**config.mk**
```make
export PLATFORM = sky130hd
export DESIGN_NAME = flight_arming_motor_mixer_unit
export DESIGN_NICKNAME = d
export VERILOG_FILES = /design/src/rtl/core/fam_pkg.sv /design/src/rtl/core/fam_mac.sv /design/src/rtl/core/fam_seq.sv /design/src/rtl/core/flight_arming_motor_mixer_unit.sv
export SDC_FILE = /design/constraint.sdc
export NUM_CORES = 2
export LEC_CHECK = 0
export ABC_AREA = 1
export BUFFER_PORTS_ARGS = -buffer_cell sky130_fd_sc_hd__buf_2
export CORE_ASPECT_RATIO = 0.6
export CORE_MARGIN = 2
export CORE_UTILIZATION = 58
export CTS_CLUSTER_SIZE = 12
export DETAILED_ROUTE_END_ITERATION = 12
export PLACE_DENSITY = 0.78
export SLEW_MARGIN = 20
export SYNTH_ARGS = -nofsm -noshare
export SYNTH_HDL_FRONTEND = slang
export SYNTH_SLANG_ARGS = --single-unit
export TNS_END_PERCENT = 20
```
**constraint.sdc**
```tcl
create_clock -name aclk -period 11.8 [get_ports aclk]
set_input_delay 1.77 -clock aclk [delete_from_list [all_inputs] [get_ports aclk]]
set_output_delay 1.77 -clock aclk [all_outputs]
set_load 0.1 [all_outputs]
```
**src/rtl/core/fam_pkg.sv**
```systemverilog
// fam_pkg: shared widths, constants and types of the arming and motor mixer block
`timescale 1ns / 1ps

package fam_pkg;

    // motor slots and default motor count
    localparam int MOTOR_SLOTS         = 4;
    localparam int MOTOR_COUNT_DEFAULT = 4;
    localparam int SLOT_IDX_W          = 2;

    // field widths
    localparam int THR_W       = 14;
    localparam int SUM_W       = 16;
    localparam int LIM_W       = 10;
    localparam int SCALE_W     = 8;
    localparam int SCALE_REG_W = 24;
    localparam int DUTY_W      = 7;
    localparam int CFG_IDX_W   = 3;
    localparam int CFG_DATA_W  = 24;

    // datapath widths
    localparam int AX_W    = 11;
    localparam int N_W     = 20;
    localparam int RANGE_W = 21;
    localparam int DEN_W   = 27;
    localparam int MAC_A_W = 28;
    localparam int MAC_B_W = 18;
    localparam int ACC_W   = 38;
    localparam int PROD_W  = MAC_A_W + MAC_B_W;

    // mixer constants
    localparam int MIX_DEN       = 64000;
    localparam int THR_DEN       = 10000;
    localparam int HALF_THROTTLE = 5000;
    localparam int DUTY_MAX      = 100;
    localparam int DUTY_SAT      = DUTY_MAX + 1;
    localparam int FIXED_DEN     = MIX_DEN * DUTY_MAX;
    localparam int HI_BASE       = MIX_DEN * THR_DEN;

    // register reset values
    localparam int LIFTOFF_RESET   = 1500;
    localparam int LANDING_RESET   = 1000;
    localparam int SUM_LIMIT_RESET = 500;

    // register indexes
    localparam logic [CFG_IDX_W-1:0] REG_MOTOR0    = 3'd0;
    localparam logic [CFG_IDX_W-1:0] REG_MOTOR3    = 3'd3;
    localparam logic [CFG_IDX_W-1:0] REG_LIFTOFF   = 3'd4;
    localparam logic [CFG_IDX_W-1:0] REG_LANDING   = 3'd5;
    localparam logic [CFG_IDX_W-1:0] REG_SUM_LIMIT = 3'd6;

    typedef struct packed {
        logic [MOTOR_SLOTS-1:0][SCALE_REG_W-1:0] scales;
        logic [THR_W-1:0]                        liftoff;
        logic [THR_W-1:0]                        landing;
        logic [LIM_W-1:0]                        sum_limit;
    } cfg_t;

    typedef struct packed {
        logic [THR_W-1:0]        throttle;
        logic signed [SUM_W-1:0] roll_sum;
        logic signed [SUM_W-1:0] pitch_sum;
        logic signed [SUM_W-1:0] yaw_sum;
    } in_item_t;

    typedef struct packed {
        logic [MOTOR_SLOTS-1:0][DUTY_W-1:0] duty;
        logic                               reset_ctl;
        logic                               flying;
    } result_t;

    typedef struct packed {
        logic signed [MAC_A_W-1:0] a;
        logic signed [MAC_B_W-1:0] b;
        logic signed [ACC_W-1:0]   c;
    } mac_req_t;

endpackage

```
**src/rtl/core/fam_mac.sv**
```systemverilog
// fam_mac: shared signed multiply-add unit, y = c + a * b
`timescale 1ns / 1ps

module fam_mac (
    input  fam_pkg::mac_req_t                req,
    output logic signed [fam_pkg::ACC_W-1:0] y
);

    logic signed [fam_pkg::PROD_W-1:0] prod;

    assign prod = req.a * req.b;
    // every operand pair the sequencer issues keeps the product inside the accumulator
    assign y    = req.c + prod[fam_pkg::ACC_W-1:0];

endmodule

```
**src/rtl/core/fam_seq.sv**
```systemverilog
// fam_seq: flight mode, sequencer and working registers around the shared multiply-add unit
`timescale 1ns / 1ps

module fam_seq #(
    parameter int MOTOR_COUNT = fam_pkg::MOTOR_COUNT_DEFAULT
) (
    input  logic                aclk,
    input  logic                aresetn,
    input  fam_pkg::cfg_t       cfg,
    input  logic                in_valid,
    output logic                in_ready,
    input  fam_pkg::in_item_t   in_item,
    output logic                res_valid,
    input  logic                res_ready,
    output fam_pkg::result_t    res
);

    localparam int CNT_IDX_W = (MOTOR_COUNT > 1) ? $clog2(MOTOR_COUNT) : 1;
    localparam logic [CNT_IDX_W-1:0] LAST_M = CNT_IDX_W'(MOTOR_COUNT - 1);
    localparam logic [1:0] AXIS_LAST = 2'd2;
    localparam logic [2:0] K_START   = 3'd6;

    localparam logic signed [fam_pkg::MAC_B_W-1:0] B_THR      =
        fam_pkg::MAC_B_W'(fam_pkg::THR_DEN);
    localparam logic signed [fam_pkg::MAC_B_W-1:0] B_NEG_THR  =
        fam_pkg::MAC_B_W'(-fam_pkg::THR_DEN);
    localparam logic signed [fam_pkg::MAC_B_W-1:0] B_DUTY     =
        fam_pkg::MAC_B_W'(fam_pkg::DUTY_MAX);
    localparam logic signed [fam_pkg::MAC_B_W-1:0] B_MIX      =
        fam_pkg::MAC_B_W'(fam_pkg::MIX_DEN);
    localparam logic signed [fam_pkg::MAC_B_W-1:0] B_NEG_SAT  =
        fam_pkg::MAC_B_W'(-fam_pkg::DUTY_SAT);

    typedef enum logic [9:0] {
        ST_IDLE   = 10'b0000000001,
        ST_PROD   = 10'b0000000010,
        ST_DEN    = 10'b0000000100,
        ST_TERM   = 10'b0000001000,
        ST_LO     = 10'b0000010000,
        ST_HI     = 10'b0000100000,
        ST_MOTN   = 10'b0001000000,
        ST_DIVSAT = 10'b0010000000,
        ST_DIV    = 10'b0100000000,
        ST_DONE   = 10'b1000000000
    } state_t;

    state_t state_reg, state_next;
    logic   flight_mode_reg, flight_mode_next;
    logic   was_flying_reg, was_flying_next;

    logic [fam_pkg::THR_W-1:0]        thr_reg, thr_next;
    logic signed [fam_pkg::AX_W-1:0]  ax_reg [3];
    logic signed [fam_pkg::AX_W-1:0]  ax_next [3];
    logic [CNT_IDX_W-1:0]             m_reg, m_next;
    logic [1:0]                       axis_reg, axis_next;
    logic signed [fam_pkg::ACC_W-1:0] acc_reg, acc_next;
    logic signed [fam_pkg::N_W-1:0]   n_reg [MOTOR_COUNT];
    logic signed [fam_pkg::N_W-1:0]   n_next [MOTOR_COUNT];
    logic signed [fam_pkg::N_W-1:0]   mn_reg, mn_next;
    logic signed [fam_pkg::N_W-1:0]   mx_reg, mx_next;
    logic [fam_pkg::DEN_W-1:0]        den_reg, den_next;
    logic signed [fam_pkg::ACC_W-1:0] term_reg, term_next;
    logic signed [fam_pkg::ACC_W-1:0] rem_reg, rem_next;
    logic [fam_pkg::DUTY_W-1:0]       q_reg, q_next;
    logic [2:0]                       k_reg, k_next;
    logic [fam_pkg::MOTOR_SLOTS-1:0][fam_pkg::DUTY_W-1:0] duty_reg, duty_next;

    fam_pkg::mac_req_t                mac_req;
    logic signed [fam_pkg::ACC_W-1:0] mac_y;
    logic [fam_pkg::RANGE_W-1:0]      range_w;
    logic                             wide;
    logic [fam_pkg::SLOT_IDX_W-1:0]   slot;
    logic signed [fam_pkg::SCALE_W-1:0] scale_byte;
    logic signed [fam_pkg::MAC_B_W-1:0] div_b;
    logic [fam_pkg::DUTY_W-1:0]       q_set;
    logic                             motor_done;
    logic [fam_pkg::DUTY_W-1:0]       motor_duty;

    function automatic logic signed [fam_pkg::AX_W-1:0] clamp_sum(
        input logic signed [fam_pkg::SUM_W-1:0] v,
        input logic [fam_pkg::LIM_W-1:0]        lim
    );
        logic signed [fam_pkg::SUM_W:0] v_s;
        logic signed [fam_pkg::SUM_W:0] lim_s;
        v_s   = (fam_pkg::SUM_W + 1)'(v);
        lim_s = $signed({{(fam_pkg::SUM_W + 1 - fam_pkg::LIM_W){1'b0}}, lim});
        if (v_s > lim_s) begin
            return fam_pkg::AX_W'(lim_s);
        end else if (v_s < -lim_s) begin
            return fam_pkg::AX_W'(-lim_s);
        end
        return fam_pkg::AX_W'(v_s);
    endfunction

    fam_mac u_mac (
        .req (mac_req),
        .y   (mac_y)
    );

    assign range_w    = fam_pkg::RANGE_W'(mx_reg) - fam_pkg::RANGE_W'(mn_reg);
    assign wide       = range_w > fam_pkg::RANGE_W'(fam_pkg::MIX_DEN);
    assign slot       = fam_pkg::SLOT_IDX_W'(m_reg);
    assign scale_byte = $signed(cfg.scales[slot][{axis_reg, 3'b000} +: fam_pkg::SCALE_W]);
    assign div_b      = fam_pkg::MAC_B_W'(0) - (fam_pkg::MAC_B_W'(1) << k_reg);
    assign q_set      = q_reg | (fam_pkg::DUTY_W'(1) << k_reg);

    assign in_ready      = (state_reg == ST_IDLE);
    assign res_valid     = (state_reg == ST_DONE);
    assign res.duty      = duty_reg;
    assign res.reset_ctl = !was_flying_reg;
    assign res.flying    = was_flying_reg ? !(thr_reg < cfg.landing)
                                          : (thr_reg > cfg.liftoff);

    always_comb begin
        state_next       = state_reg;
        flight_mode_next = flight_mode_reg;
        was_flying_next  = was_flying_reg;
        thr_next         = thr_reg;
        ax_next          = ax_reg;
        m_next           = m_reg;
        axis_next        = axis_reg;
        acc_next         = acc_reg;
        n_next           = n_reg;
        mn_next          = mn_reg;
        mx_next          = mx_reg;
        den_next         = den_reg;
        term_next        = term_reg;
        rem_next         = rem_reg;
        q_next           = q_reg;
        k_next           = k_reg;
        duty_next        = duty_reg;
        mac_req          = '0;
        motor_done       = 1'b0;
        motor_duty       = '0;

        case (state_reg)
            ST_IDLE: begin
                if (in_valid) begin
                    thr_next        = in_item.throttle;
                    ax_next[0]      = clamp_sum(in_item.roll_sum, cfg.sum_limit);
                    ax_next[1]      = clamp_sum(in_item.pitch_sum, cfg.sum_limit);
                    ax_next[2]      = clamp_sum(in_item.yaw_sum, cfg.sum_limit);
                    was_flying_next = flight_mode_reg;
                    duty_next       = '0;
                    m_next          = '0;
                    axis_next       = '0;
                    acc_next        = '0;
                    mn_next         = '0;
                    mx_next         = '0;
                    state_next      = flight_mode_reg ? ST_PROD : ST_DONE;
                end
            end
            ST_PROD: begin
                // accumulate one axis product of the current motor
                mac_req.a = fam_pkg::MAC_A_W'(ax_reg[axis_reg]);
                mac_req.b = fam_pkg::MAC_B_W'(scale_byte);
                mac_req.c = acc_reg;
                acc_next  = mac_y;
                if (axis_reg == AXIS_LAST) begin
                    n_next[m_reg] = fam_pkg::N_W'(mac_y);
                    if (mac_y < fam_pkg::ACC_W'(mn_reg)) begin
                        mn_next = fam_pkg::N_W'(mac_y);
                    end
                    if (mac_y > fam_pkg::ACC_W'(mx_reg)) begin
                        mx_next = fam_pkg::N_W'(mac_y);
                    end
                    acc_next  = '0;
                    axis_next = '0;
                    if (m_reg == LAST_M) begin
                        m_next     = '0;
                        state_next = ST_DEN;
                    end else begin
                        m_next = m_reg + 1'b1;
                    end
                end else begin
                    axis_next = axis_reg + 1'b1;
                end
            end
            ST_DEN: begin
                if (wide) begin
                    mac_req.a = fam_pkg::MAC_A_W'(range_w);
                    mac_req.b = B_DUTY;
                    den_next  = fam_pkg::DEN_W'(mac_y);
                end else begin
                    den_next = fam_pkg::DEN_W'(fam_pkg::FIXED_DEN);
                end
                state_next = ST_TERM;
            end
            ST_TERM: begin
                if (wide) begin
                    mac_req.a  = fam_pkg::MAC_A_W'(range_w);
                    mac_req.b  = fam_pkg::MAC_B_W'(thr_reg);
                    term_next  = mac_y;
                    state_next = ST_MOTN;
                end else begin
                    mac_req.a = fam_pkg::MAC_A_W'(thr_reg);
                    mac_req.b = B_MIX;
                    term_next = mac_y;
                    if (thr_reg > fam_pkg::THR_W'(fam_pkg::HALF_THROTTLE)) begin
                        state_next = ST_LO;
                    end else begin
                        state_next = ST_MOTN;
                    end
                end
            end
            ST_LO: begin
                // lower bound -min * 10000
                mac_req.a = fam_pkg::MAC_A_W'(mn_reg);
                mac_req.b = B_NEG_THR;
                if (term_reg < mac_y) begin
                    term_next  = mac_y;
                    state_next = ST_MOTN;
                end else begin
                    state_next = ST_HI;
                end
            end
            ST_HI: begin
                // upper bound (64000 - max) * 10000
                mac_req.a = fam_pkg::MAC_A_W'(mx_reg);
                mac_req.b = B_NEG_THR;
                mac_req.c = fam_pkg::ACC_W'(fam_pkg::HI_BASE);
                if (term_reg > mac_y) begin
                    term_next = mac_y;
                end
                state_next = ST_MOTN;
            end
            ST_MOTN: begin
                mac_req.a  = fam_pkg::MAC_A_W'(n_reg[m_reg]);
                mac_req.b  = B_THR;
                mac_req.c  = term_reg;
                rem_next   = mac_y;
                state_next = ST_DIVSAT;
            end
            ST_DIVSAT: begin
                // negative numerator truncates to zero, 101 denominators or more saturate
                mac_req.a = fam_pkg::MAC_A_W'(den_reg);
                mac_req.b = B_NEG_SAT;
                mac_req.c = rem_reg;
                if (rem_reg[fam_pkg::ACC_W-1]) begin
                    motor_done = 1'b1;
                    motor_duty = '0;
                end else if (!mac_y[fam_pkg::ACC_W-1]) begin
                    motor_done = 1'b1;
                    motor_duty = fam_pkg::DUTY_W'(fam_pkg::DUTY_MAX);
                end else begin
                    q_next     = '0;
                    k_next     = K_START;
                    state_next = ST_DIV;
                end
            end
            ST_DIV: begin
                // restoring division, one quotient bit per cycle
                mac_req.a = fam_pkg::MAC_A_W'(den_reg);
                mac_req.b = div_b;
                mac_req.c = rem_reg;
                if (!mac_y[fam_pkg::ACC_W-1]) begin
                    rem_next = mac_y;
                    q_next   = q_set;
                end
                if (k_reg == 3'd0) begin
                    motor_done = 1'b1;
                    motor_duty = mac_y[fam_pkg::ACC_W-1] ? q_reg : q_set;
                end else begin
                    k_next = k_reg - 1'b1;
                end
            end
            ST_DONE: begin
                if (res_ready) begin
                    flight_mode_next = res.flying;
                    state_next       = ST_IDLE;
                end
            end
            default: begin
                state_next = ST_IDLE;
            end
        endcase

        if (motor_done) begin
            duty_next[slot] = motor_duty;
            if (m_reg == LAST_M) begin
                state_next = ST_DONE;
            end else begin
                m_next     = m_reg + 1'b1;
                state_next = ST_MOTN;
            end
        end
    end

    always_ff @(posedge aclk) begin
        if (!aresetn) begin
            state_reg       <= ST_IDLE;
            flight_mode_reg <= 1'b0;
        end else begin
            state_reg       <= state_next;
            flight_mode_reg <= flight_mode_next;
        end
    end

    always_ff @(posedge aclk) begin
        was_flying_reg <= was_flying_next;
        thr_reg        <= thr_next;
        ax_reg         <= ax_next;
        m_reg          <= m_next;
        axis_reg       <= axis_next;
        acc_reg        <= acc_next;
        n_reg          <= n_next;
        mn_reg         <= mn_next;
        mx_reg         <= mx_next;
        den_reg        <= den_next;
        term_reg       <= term_next;
        rem_reg        <= rem_next;
        q_reg          <= q_next;
        k_reg          <= k_next;
        duty_reg       <= duty_next;
    end

    // an accepted item always leaves idle
    a_accept_leaves_idle: assert property (@(posedge aclk) disable iff (!aresetn)
        (state_reg == ST_IDLE && in_valid) |=> (state_reg != ST_IDLE))
        else $error("accepted item did not start work");

    // a grounded tick reports all duties zero
    a_grounded_zero: assert property (@(posedge aclk) disable iff (!aresetn)
        (res_valid && !was_flying_reg) |-> (res.duty == '0))
        else $error("grounded tick with nonzero duty");

    // division never starts above the top quotient bit
    a_div_bits: assert property (@(posedge aclk) disable iff (!aresetn)
        (state_reg == ST_DIV) |-> (k_reg <= K_START))
        else $error("division step out of range");

    // a taken result frees the block on the next cycle
    a_done_release: assert property (@(posedge aclk) disable iff (!aresetn)
        (state_reg == ST_DONE && res_ready) |=> (state_reg == ST_IDLE))
        else $error("result taken but block still busy");

endmodule

```
**src/rtl/core/flight_arming_motor_mixer_unit.sv**
```systemverilog
// flight_arming_motor_mixer_unit: top level with register file, sequencer and result register
`timescale 1ns / 1ps

// Arming state machine and motor mixer for a multirotor, one item per control tick.
// A grounded tick skips the mixer and goes from idle directly to the done state; a flying tick
// runs on the one shared multiply-add unit: three mix products per motor, the denominator
// and throttle terms with up to two throttle bound checks, then per motor the numerator,
// a saturation check and, unless the duty comes out zero or full, seven restoring
// division steps. s_ready is high only while the sequencer is idle; a finished result
// sits in the output register, so the next item can be taken while it waits.
// Configuration writes are always accepted (cfg_ready stays high) and must only be
// issued while no item is in flight; indexes beyond the register list are dropped.
module flight_arming_motor_mixer_unit #(
    parameter int MOTOR_COUNT = fam_pkg::MOTOR_COUNT_DEFAULT
) (
    input  logic                              aclk,
    input  logic                              aresetn,
    // configuration write channel
    input  logic                              cfg_valid,
    output logic                              cfg_ready,
    input  logic [fam_pkg::CFG_IDX_W-1:0]     cfg_index,
    input  logic [fam_pkg::CFG_DATA_W-1:0]    cfg_data,
    // input item channel
    input  logic                              s_valid,
    output logic                              s_ready,
    input  logic [fam_pkg::THR_W-1:0]         s_throttle,
    input  logic signed [fam_pkg::SUM_W-1:0]  s_roll_sum,
    input  logic signed [fam_pkg::SUM_W-1:0]  s_pitch_sum,
    input  logic signed [fam_pkg::SUM_W-1:0]  s_yaw_sum,
    // result item channel
    output logic                              m_valid,
    input  logic                              m_ready,
    output logic [fam_pkg::DUTY_W-1:0]        m_duty_motor0,
    output logic [fam_pkg::DUTY_W-1:0]        m_duty_motor1,
    output logic [fam_pkg::DUTY_W-1:0]        m_duty_motor2,
    output logic [fam_pkg::DUTY_W-1:0]        m_duty_motor3,
    output logic                              m_reset_controllers,
    output logic                              m_is_flying
);

    // register file
    logic [fam_pkg::MOTOR_SLOTS-1:0][fam_pkg::SCALE_REG_W-1:0] scales_reg;
    logic [fam_pkg::THR_W-1:0] liftoff_reg;
    logic [fam_pkg::THR_W-1:0] landing_reg;
    logic [fam_pkg::LIM_W-1:0] sum_limit_reg;
    fam_pkg::cfg_t             cfg;

    // sequencer handshake
    fam_pkg::in_item_t in_item;
    fam_pkg::result_t  res;
    logic              res_valid;
    logic              res_ready;

    // output register
    logic             m_valid_reg;
    fam_pkg::result_t out_reg;

    assign cfg_ready = 1'b1;

    always_ff @(posedge aclk) begin
        if (!aresetn) begin
            scales_reg    <= '0;
            liftoff_reg   <= fam_pkg::THR_W'(fam_pkg::LIFTOFF_RESET);
            landing_reg   <= fam_pkg::THR_W'(fam_pkg::LANDING_RESET);
            sum_limit_reg <= fam_pkg::LIM_W'(fam_pkg::SUM_LIMIT_RESET);
        end else if (cfg_valid) begin
            case (cfg_index) inside
                [fam_pkg::REG_MOTOR0:fam_pkg::REG_MOTOR3]: begin
                    scales_reg[cfg_index[fam_pkg::SLOT_IDX_W-1:0]] <=
                        cfg_data[fam_pkg::SCALE_REG_W-1:0];
                end
                fam_pkg::REG_LIFTOFF: begin
                    liftoff_reg <= cfg_data[fam_pkg::THR_W-1:0];
                end
                fam_pkg::REG_LANDING: begin
                    landing_reg <= cfg_data[fam_pkg::THR_W-1:0];
                end
                fam_pkg::REG_SUM_LIMIT: begin
                    sum_limit_reg <= cfg_data[fam_pkg::LIM_W-1:0];
                end
                default: begin
                    // unknown index, write dropped
                end
            endcase
        end
    end

    assign cfg.scales    = scales_reg;
    assign cfg.liftoff   = liftoff_reg;
    assign cfg.landing   = landing_reg;
    assign cfg.sum_limit = sum_limit_reg;

    assign in_item.throttle  = s_throttle;
    assign in_item.roll_sum  = s_roll_sum;
    assign in_item.pitch_sum = s_pitch_sum;
    assign in_item.yaw_sum   = s_yaw_sum;

    // sequencer owns the flight mode and all working registers
    fam_seq #(
        .MOTOR_COUNT (MOTOR_COUNT)
    ) u_seq (
        .aclk      (aclk),
        .aresetn   (aresetn),
        .cfg       (cfg),
        .in_valid  (s_valid),
        .in_ready  (s_ready),
        .in_item   (in_item),
        .res_valid (res_valid),
        .res_ready (res_ready),
        .res       (res)
    );

    // result register frees the sequencer as soon as the slot is empty or being drained
    assign res_ready = !m_valid_reg || m_ready;

    always_ff @(posedge aclk) begin
        if (!aresetn) begin
            m_valid_reg <= 1'b0;
        end else if (res_ready) begin
            m_valid_reg <= res_valid;
        end
    end

    always_ff @(posedge aclk) begin
        if (res_valid && res_ready) begin
            out_reg <= res;
        end
    end

    assign m_valid             = m_valid_reg;
    assign m_duty_motor0       = out_reg.duty[0];
    assign m_duty_motor1       = out_reg.duty[1];
    assign m_duty_motor2       = out_reg.duty[2];
    assign m_duty_motor3       = out_reg.duty[3];
    assign m_reset_controllers = out_reg.reset_ctl;
    assign m_is_flying         = out_reg.flying;

endmodule

```
After elaboration in Yosys (flattened, before gate mapping). Index checks and enable logic that the tools add are counted.

Bits in registers: 527. Latch bits: 0. Bits in writable memories: 0. Bits in read-only memories: 0. Input port bits: 94. Output and inout bits: 33. Word-level logic and storage cells: 240. Memories: 0.

Add/sub/neg operators: 7. $mul: 1. Div/mod/pow operators: 0. Order comparisons: 23. Equal/unequal tests: 32. Shift-type cells: 3. Muxes and demuxes: 99. Bitwise logic cells: 6. Reductions and logical operators: 30.

Operator list (count): one-hot mux 46 bit (8 select lines) (1); two-way mux 38 bit (5); two-way mux 20 bit (8); one-hot mux 38 bit (2 select lines) (2); one-hot mux 38 bit (4 select lines) (1); two-way mux 11 bit (11); one-hot mux 38 bit (3 select lines) (1); two-way mux 10 bit (10); one-hot mux 10 bit (10 select lines) (1); bitwise mux 96 bit (1); two-way mux 28 bit (3); bitwise mux 80 bit (1); one-hot mux 20 bit (2 select lines) (2); two-way mux 39 bit (2); two-way mux 7 bit (9); < comparator 16 x 17 -> 1 bit (3); binary-select mux 24 bit (select 2 bit) (1); demux 24 bit (select 2 bit) (1); greater-than comparator 16 x 11 -> 1 bit (3); two-way mux 24 bit (2); binary-select mux 20 bit (select 2 bit) (1); demux 20 bit (select 2 bit) (1); adder 38 bit (1); greater-than comparator 38 x 20 -> 1 bit (1); 64 further kinds (129).

Longest topological paths before layout.
Word-level depth: 12. Mapped depth: 74. Gate-level depth less buffers: 74.

Cells and area by module. A second synthesis with hierarchy kept.

Cells, all modules: 5823. Area, all modules: 46947.5 um^2.

By module, submodules not included: fam_seq (times used 1, cells an instance 2745, area an instance 23322.4 um^2, seq. area each 10460.0 um^2); fam_mac (times used 1, cells an instance 2291, area an instance 17392.9 um^2, seq. area each 0.0 um^2); flight_arming_motor_mixer_unit (times used 1, cells an instance 787, area an instance 6232.2 um^2, seq. area each 3603.5 um^2).

Worst setup path after synthesis. OpenSTA, ideal clock, no wires.

Kind: flip-flop to flip-flop. From: register u_seq.mn_reg[0] (netlist name). To: register u_seq.term_reg[0] (netlist name), enable pin. Setup time: 0.481 ns. Arrival: 12.521 ns. Required time: 11.319 ns. Slack: -1.202 ns. Cell stages (with the launch flop): 57. Path buffers: 2. Period minus slack after synthesis: 13.002 ns. Path through: edfxtp_1 ha_1 fa_1 inv_1 nand3_1 nand2_2 nand2_1 nand2_1 nand2_1 nand2_1 nand2_1 nand2_1 nand2_1 nor2_1 nand3_1 nand2_1 clkbuf_1 o311ai_0 [... 21 more ...] o211ai_1 xor2_1 inv_1 ha_1 nand2_1 inv_1 nand3_1 nor2_1 nand4_1 nand3_1 nand2_1 nand2_1 nand2_1 nand3_1 nand2_1 nand3_1 a21oi_1 nor3_1.

Cells in the longest elaborated chain, start to end: 9. Elaborated cells on any way between the ends: 12. Classes of those cells: add/sub: 2; mul: 1; order compare: 3; eq/ne: 2; mux: 3; reduce/logical: 1.

Ends and longest elaborated chain: start: declaration (RTL line fam_seq.sv:59) `logic signed [fam_pkg::N_W-1:0] mn_reg, mn_next;`; start signal: assignment (RTL line fam_seq.sv:307) `mn_reg <= mn_next;`; subtractor 20 x 20 -> 21 bit (RTL line fam_seq.sv:100) `assign range_w = fam_pkg::RANGE_W'(mx_reg) - fam_pkg::RANGE_W'(mn_reg);`; greater-than comparator 21 x 16 -> 1 bit (RTL line fam_seq.sv:101) `assign wide = range_w > fam_pkg::RANGE_W'(fam_pkg::MIX_DEN);`; two-way mux 39 bit, on equally long branches (RTL line fam_seq.sv:190, fam_seq.sv:180); one-hot mux 46 bit (8 select lines) (*) (RTL line fam_seq.sv:136) `case (state_reg)`; multiplier 28 x 18 -> 38 bit (*) (RTL line fam_mac.sv:11) `assign prod = req.a * req.b;`; adder 38 bit (*) (RTL line fam_mac.sv:13) `assign y = req.c + prod[fam_pkg::ACC_W-1:0];`; via u_seq.mac_y, one bit (RTL line fam_seq.sv:69) `logic signed [fam_pkg::ACC_W-1:0] mac_y;`; greater-than comparator 38 bit or < comparator 38 bit (tied branches) (RTL line fam_seq.sv:222, fam_seq.sv:210); != test 2 x 1 -> 1 bit (no line); AND reduction 3 bit (no line) (*); end signal: assignment (RTL line fam_seq.sv:310) `term_reg <= term_next;`; end: declaration (RTL line fam_seq.sv:62) `logic signed [fam_pkg::ACC_W-1:0] term_reg, term_next;`.

Mark *: on every way through the listed nets, which the timed path passes. The rest lies on a longest branch. A chain may end at the register's enable or synchronous reset.

Worst setup path in the final report.
From: register u_seq.k_reg[0]. To: register u_seq.term_reg[6] (netlist name), enable pin.

Cells in the longest elaborated chain, start to end: 8. Elaborated cells on any way between the ends: 10. Classes of those cells: add/sub: 2; mul: 1; order compare: 2; eq/ne: 2; shift: 1; mux: 1; reduce/logical: 1.

Ends and longest elaborated chain: start: declaration (RTL line fam_seq.sv:65) `logic [2:0] k_reg, k_next;`; start signal: assignment (RTL line fam_seq.sv:313) `k_reg <= k_next;`; << shifter 1 x 3 -> 18 bit (*) (RTL line fam_seq.sv:104) `assign div_b = fam_pkg::MAC_B_W'(0) - (fam_pkg::MAC_B_W'(1) << k_reg);`; subtractor 1 x 18 -> 18 bit (*) (RTL line fam_seq.sv:104); one-hot mux 46 bit (8 select lines) (*) (RTL line fam_seq.sv:136); multiplier 28 x 18 -> 38 bit (*) (RTL line fam_mac.sv:11); adder 38 bit (*) (RTL line fam_mac.sv:13); via u_seq.mac_y, one bit (RTL line fam_seq.sv:69); greater-than comparator 38 bit or < comparator 38 bit (tied branches) (RTL line fam_seq.sv:222, fam_seq.sv:210); != test 2 x 1 -> 1 bit (no line); AND reduction 3 bit (no line) (*).

Marks and branches as above.

==> results.md <==
- Status: complete, no violations
- Endpoint class of the critical path: register
- Final core area utilization: 65.7%
- Total setup violations reported at the end of the flow: 0
- Crit-path leading delay family: adder cells
- Placeable core region: 77200 um2
- Fraction of layout instances using a drive strength above 1: 12.9%
- Maximum VDD drop: 0.135 mV
- Count of flip-flops with a built-in enable after synthesis: 351
- Floorplan die height: 220 um
- Bufs on Longest Clock Path: 3
- Count of placed standard cells in the final layout, fillers left out: 6569
- Switching power total: 3.64 mW
- Count of state elements after synthesis: 527
- I/O Pins: 127
- Die ar.: 80000 um2
- Number of vias per cell after detailed routing: 6.11
- End of the worst hold path: m_duty_motor3[1]
- Pin count of the biggest net entering global routing: 123
- PortBufs: 125
- RePlAce Congestion: 1.16
- Clock slew seen by the registers of the worst setup and hold paths: 0.06 ns
- CTS Root Buffer Type: sky130_fd_sc_hd__clkbuf_16
- Post-Synthesis Mean Instance Area: 8.62 um2
- Max-cap violations: 0
- Cells after Synth: 5227
- Clock buffers created by TritonCTS: 51
- Effective utilization at floorplan: 58.4%
- Number of iterations in the first detailed-routing pass: 7
- Signed area change from the synthesized netlist to the final layout: 12.5%
- Cell area after synthesis: 45100 um2
- Total wire length after detailed routing: 166000 um
- Net count of the finished layout: 6391
- DIE WIDTH: 364 um
- Worst reg2reg setup slack: 0.21 ns
- Total design power: 7.97 mW
- Post-Place Setup Slack: -0.407 ns
- Length in cells of the worst reg-to-reg path: 50
- Post-Route Skew: 0.0666 ns
- Timing-limited maximum frequency: 0.0863 GHz
- Vias after detailed routing: 40117
- Total gr overflow: 0
- CP bufs+invs: 13
- Setup ws final: 0.206 ns
- Worst Hold Path Cells: 0
- Net count after synthesis: 6135
- Cell repeated most along the worst path: sky130_fd_sc_hd__inv_1
- Antenna violations before repair: 8
- Detailed Route Iter0 Violations: 6156
- Final HPWL from detailed placement: 133000 um
- Relative contribution of the clock network to total power: 19.9%
- Final worst path period need: 11.59 ns
- Logic gate share of total power: 49.0%
- Cell Rows: 79
- Count of unresolved DRC violations after routing: 0
- Max-slew violation total from the final report: 0
- Crit-path max cell delay: 0.74 ns
- Required time of the critical path: 12.15 ns
- Kind of critical path: reg -> reg
- Final hold violation count: 0
- Clock latency at the later pin of the worst-skew pair: 0.65 ns
- Crit share post-route: 98.3%
- Terminus of the critical flop-to-flop path: u_seq.term_reg[6]
- Routed met2 length: 57600 um
- Power density cells: 157 nW/um2
- Max Fanout on Critical Path: 13
- Total routed wire length on the met1 layer: 69800 um
- Worst R2R Start: u_seq.k_reg[0]
- Dpl cells: 6437
- Actual transition at the worst max-transition pin: 1.16 ns
- Internal: 4.33 mW
- Vias in the first global route: 37226
- Number of flip-flops under the largest register name: 96
- Worst Path Arrival: 11.94 ns
- Number of hold buffers added after CTS: 0
- Post-synth top flop: sky130_fd_sc_hd__edfxtp_1
- Static Leakage: 24.0 nW
- Startpoint Class: register
- Worst slew margin: 22.3%
- Sum Neg Setup Slack: 0 ns
- CP max stage cell: sky130_fd_sc_hd__fa_1
- Source of the critical timing path: u_seq.k_reg[0]
- Switching part of the total power: 45.7%
- Share of synthesized flip-flops with an asynchronous set or reset: 0%
- Clock tree from TritonCTS: yes
- Clock sink count: 527
- Sequential power share: 31.1%
- Sequential element share of the synthesized area: 31.2%
- Residual antenna-violating net count after detailed routing: 0
- Hold wc startpoint: u_seq.res[24]
- First-pass GRT wire length: 242000 um
- GRT Total Usage: 41.6%
- Uppermost layer routed: met5
- Warning count from the yosys run: 0
- Routed length on met3: 35200 um
- Wire per inst: 25.3 um
- Synth unique cells: 74
- Worst hold path type: reg -> reg
- Number of H-tree levels: 2
[metrics by stage]
stage / area [um2] / hold slack (ns)
after floorplan: 45100 / 0.408
after global placement: 48100 / 0.419
after detailed placement: 48100 / 0.420
after CTS: 49700 / 0.403
after global routing: 50700 / 0.415
final: 50700 / 0.399
[what timing repair did]
item	in CTS	in global routing
pin swaps	4	37
endpoints found under the setup margin	80	122
hold endpoints to repair	0	0
setup buffers	3	42
gates cloned	1	1
resized for setup	14	170
[how the worst max path moves through the flow]
stage | endpoint | slack (ns) | cells past startpoint
after floorplan | u_seq.mx_reg[0] | 0.47 | 53
after global placement | u_seq.mx_reg[8] | -0.11 | 51
after detailed placement | u_seq.mx_reg[2] | -0.41 | 51
after CTS | u_seq.term_reg[18] | 0.02 | 68
after global routing | u_seq.term_reg[8] | -0.13 | 68
final | u_seq.term_reg[6] | 0.21 | 50
[synthesized netlist by cell type (all sizes together) (6+ instances only)]
| cell type | number | share of area, % |
|---|---|---|
| a221oi | 18 | 0.35 |
| nand4 | 40 | 0.56 |
| nand3 | 145 | 1.8 |
| clkbuf | 146 | 1.2 |
| o22ai | 25 | 0.36 |
| nor2 | 670 | 5.7 |
| a22o | 15 | 0.29 |
| dfxtp | 176 | 7.8 |
| a31oi | 16 | 0.24 |
| buf | 27 | 0.29 |
| xnor2 | 23 | 0.45 |
| nand2 | 977 | 8.4 |
| a211oi | 19 | 0.32 |
| a2111oi | 12 | 0.23 |
| o21ai | 329 | 3.7 |
| nor4 | 10 | 0.15 |
| edfxtp | 351 | 23 |
| fa | 450 | 20 |
| nand3b | 11 | 0.18 |
| o21bai | 10 | 0.23 |
| o211ai | 39 | 0.65 |
| ha | 364 | 10 |
| clkinv | 10 | 0.083 |
| nor3 | 54 | 0.66 |
| xor2 | 32 | 0.62 |
| o221ai | 26 | 0.51 |
| a21oi | 223 | 2.6 |
| o2111ai | 8 | 0.16 |
| a221o | 6 | 0.13 |
| inv | 941 | 7.8 |
[placed cells by master (no fill, tap or decap), types with 12 or more instances in the layout]
cell / count
sky130_fd_sc_hd__fa_1: 448
sky130_fd_sc_hd__clkbuf_1: 23
sky130_fd_sc_hd__nor2_2: 19
sky130_fd_sc_hd__a21oi_2: 21
sky130_fd_sc_hd__inv_1: 894
sky130_fd_sc_hd__a211oi_1: 17
sky130_fd_sc_hd__dfxtp_1: 174
sky130_fd_sc_hd__xor2_1: 31
sky130_fd_sc_hd__ha_4: 14
sky130_fd_sc_hd__nand2_2: 59
sky130_fd_sc_hd__o21ai_1: 21
sky130_fd_sc_hd__o22ai_1: 24
sky130_fd_sc_hd__ha_1: 341
sky130_fd_sc_hd__nor2_4: 12
sky130_fd_sc_hd__a21oi_1: 198
sky130_fd_sc_hd__buf_2: 124
sky130_fd_sc_hd__nor2_1: 639
sky130_fd_sc_hd__o211ai_1: 39
sky130_fd_sc_hd__clkbuf_16: 55
sky130_fd_sc_hd__a22o_1: 15
sky130_fd_sc_hd__inv_2: 38
sky130_fd_sc_hd__o21ai_0: 299
sky130_fd_sc_hd__xnor2_1: 19
sky130_fd_sc_hd__nand4_1: 40
sky130_fd_sc_hd__a221oi_1: 17
sky130_fd_sc_hd__a31oi_1: 14
sky130_fd_sc_hd__buf_4: 232
sky130_fd_sc_hd__nor3_1: 46
sky130_fd_sc_hd__nand3_1: 130
sky130_fd_sc_hd__o221ai_1: 26
sky130_fd_sc_hd__nand2_1: 907
sky130_fd_sc_hd__edfxtp_1: 351
[power by group through the flow]
stage | combinational (mW) | clock, mW | sequential, mW
floorplan | 1.93 | 0 | 2.50
global placement | 3.35 | 0 | 2.47
detailed placement | 3.35 | 0 | 2.48
CTS | 3.39 | 1.58 | 2.44
global route | 4.11 | 1.65 | 2.48
finish | 3.91 | 1.58 | 2.48
[metal layers]
metal,vias to the layer above,track usage [%]
met4,23,6.68
met5,-,4.53
met2,3157,48.2
li1,17328,-
met3,277,25.3
met1,19332,63.5
[worst reg2reg max path, delay by kind of cell (launching register included)]
family / cells / cell delay [ns]
AO/OA/AOI/OAI: 5 / 1.41
adder cells (fa/ha/maj): 11 / 4.78
buffers and inverters: 13 / 1.52
AND/OR/NAND/NOR: 21 / 3.21
flip-flops: 1 / 0.42
[cell families after synthesis]
| logic type | count (synthesis) | synth area share [%] |
|---|---|---|
| AO/OA/AOI/OAI | 785 | 10.5 |
| other | 1 | 0.00832 |
| flip-flops | 527 | 31.2 |
| AND/OR/NAND/NOR | 1921 | 17.7 |
| XOR/XNOR | 55 | 1.07 |
| adder cells (fa/ha/maj) | 814 | 30.1 |
| buffers and inverters | 1124 | 9.44 |
[layout make-up]
class,instances,area [um2]
inverter,951,3600
fill,6253,26500
timing repair buffer,376,2670
antenna,3,7.51
clock buffer,79,1470
clock inverter,4,50.0
tap,1053,1320
multi-input combinational,3576,27500
sequential,527,14100
Note: power is estimated with default switching activity, not from simulation.
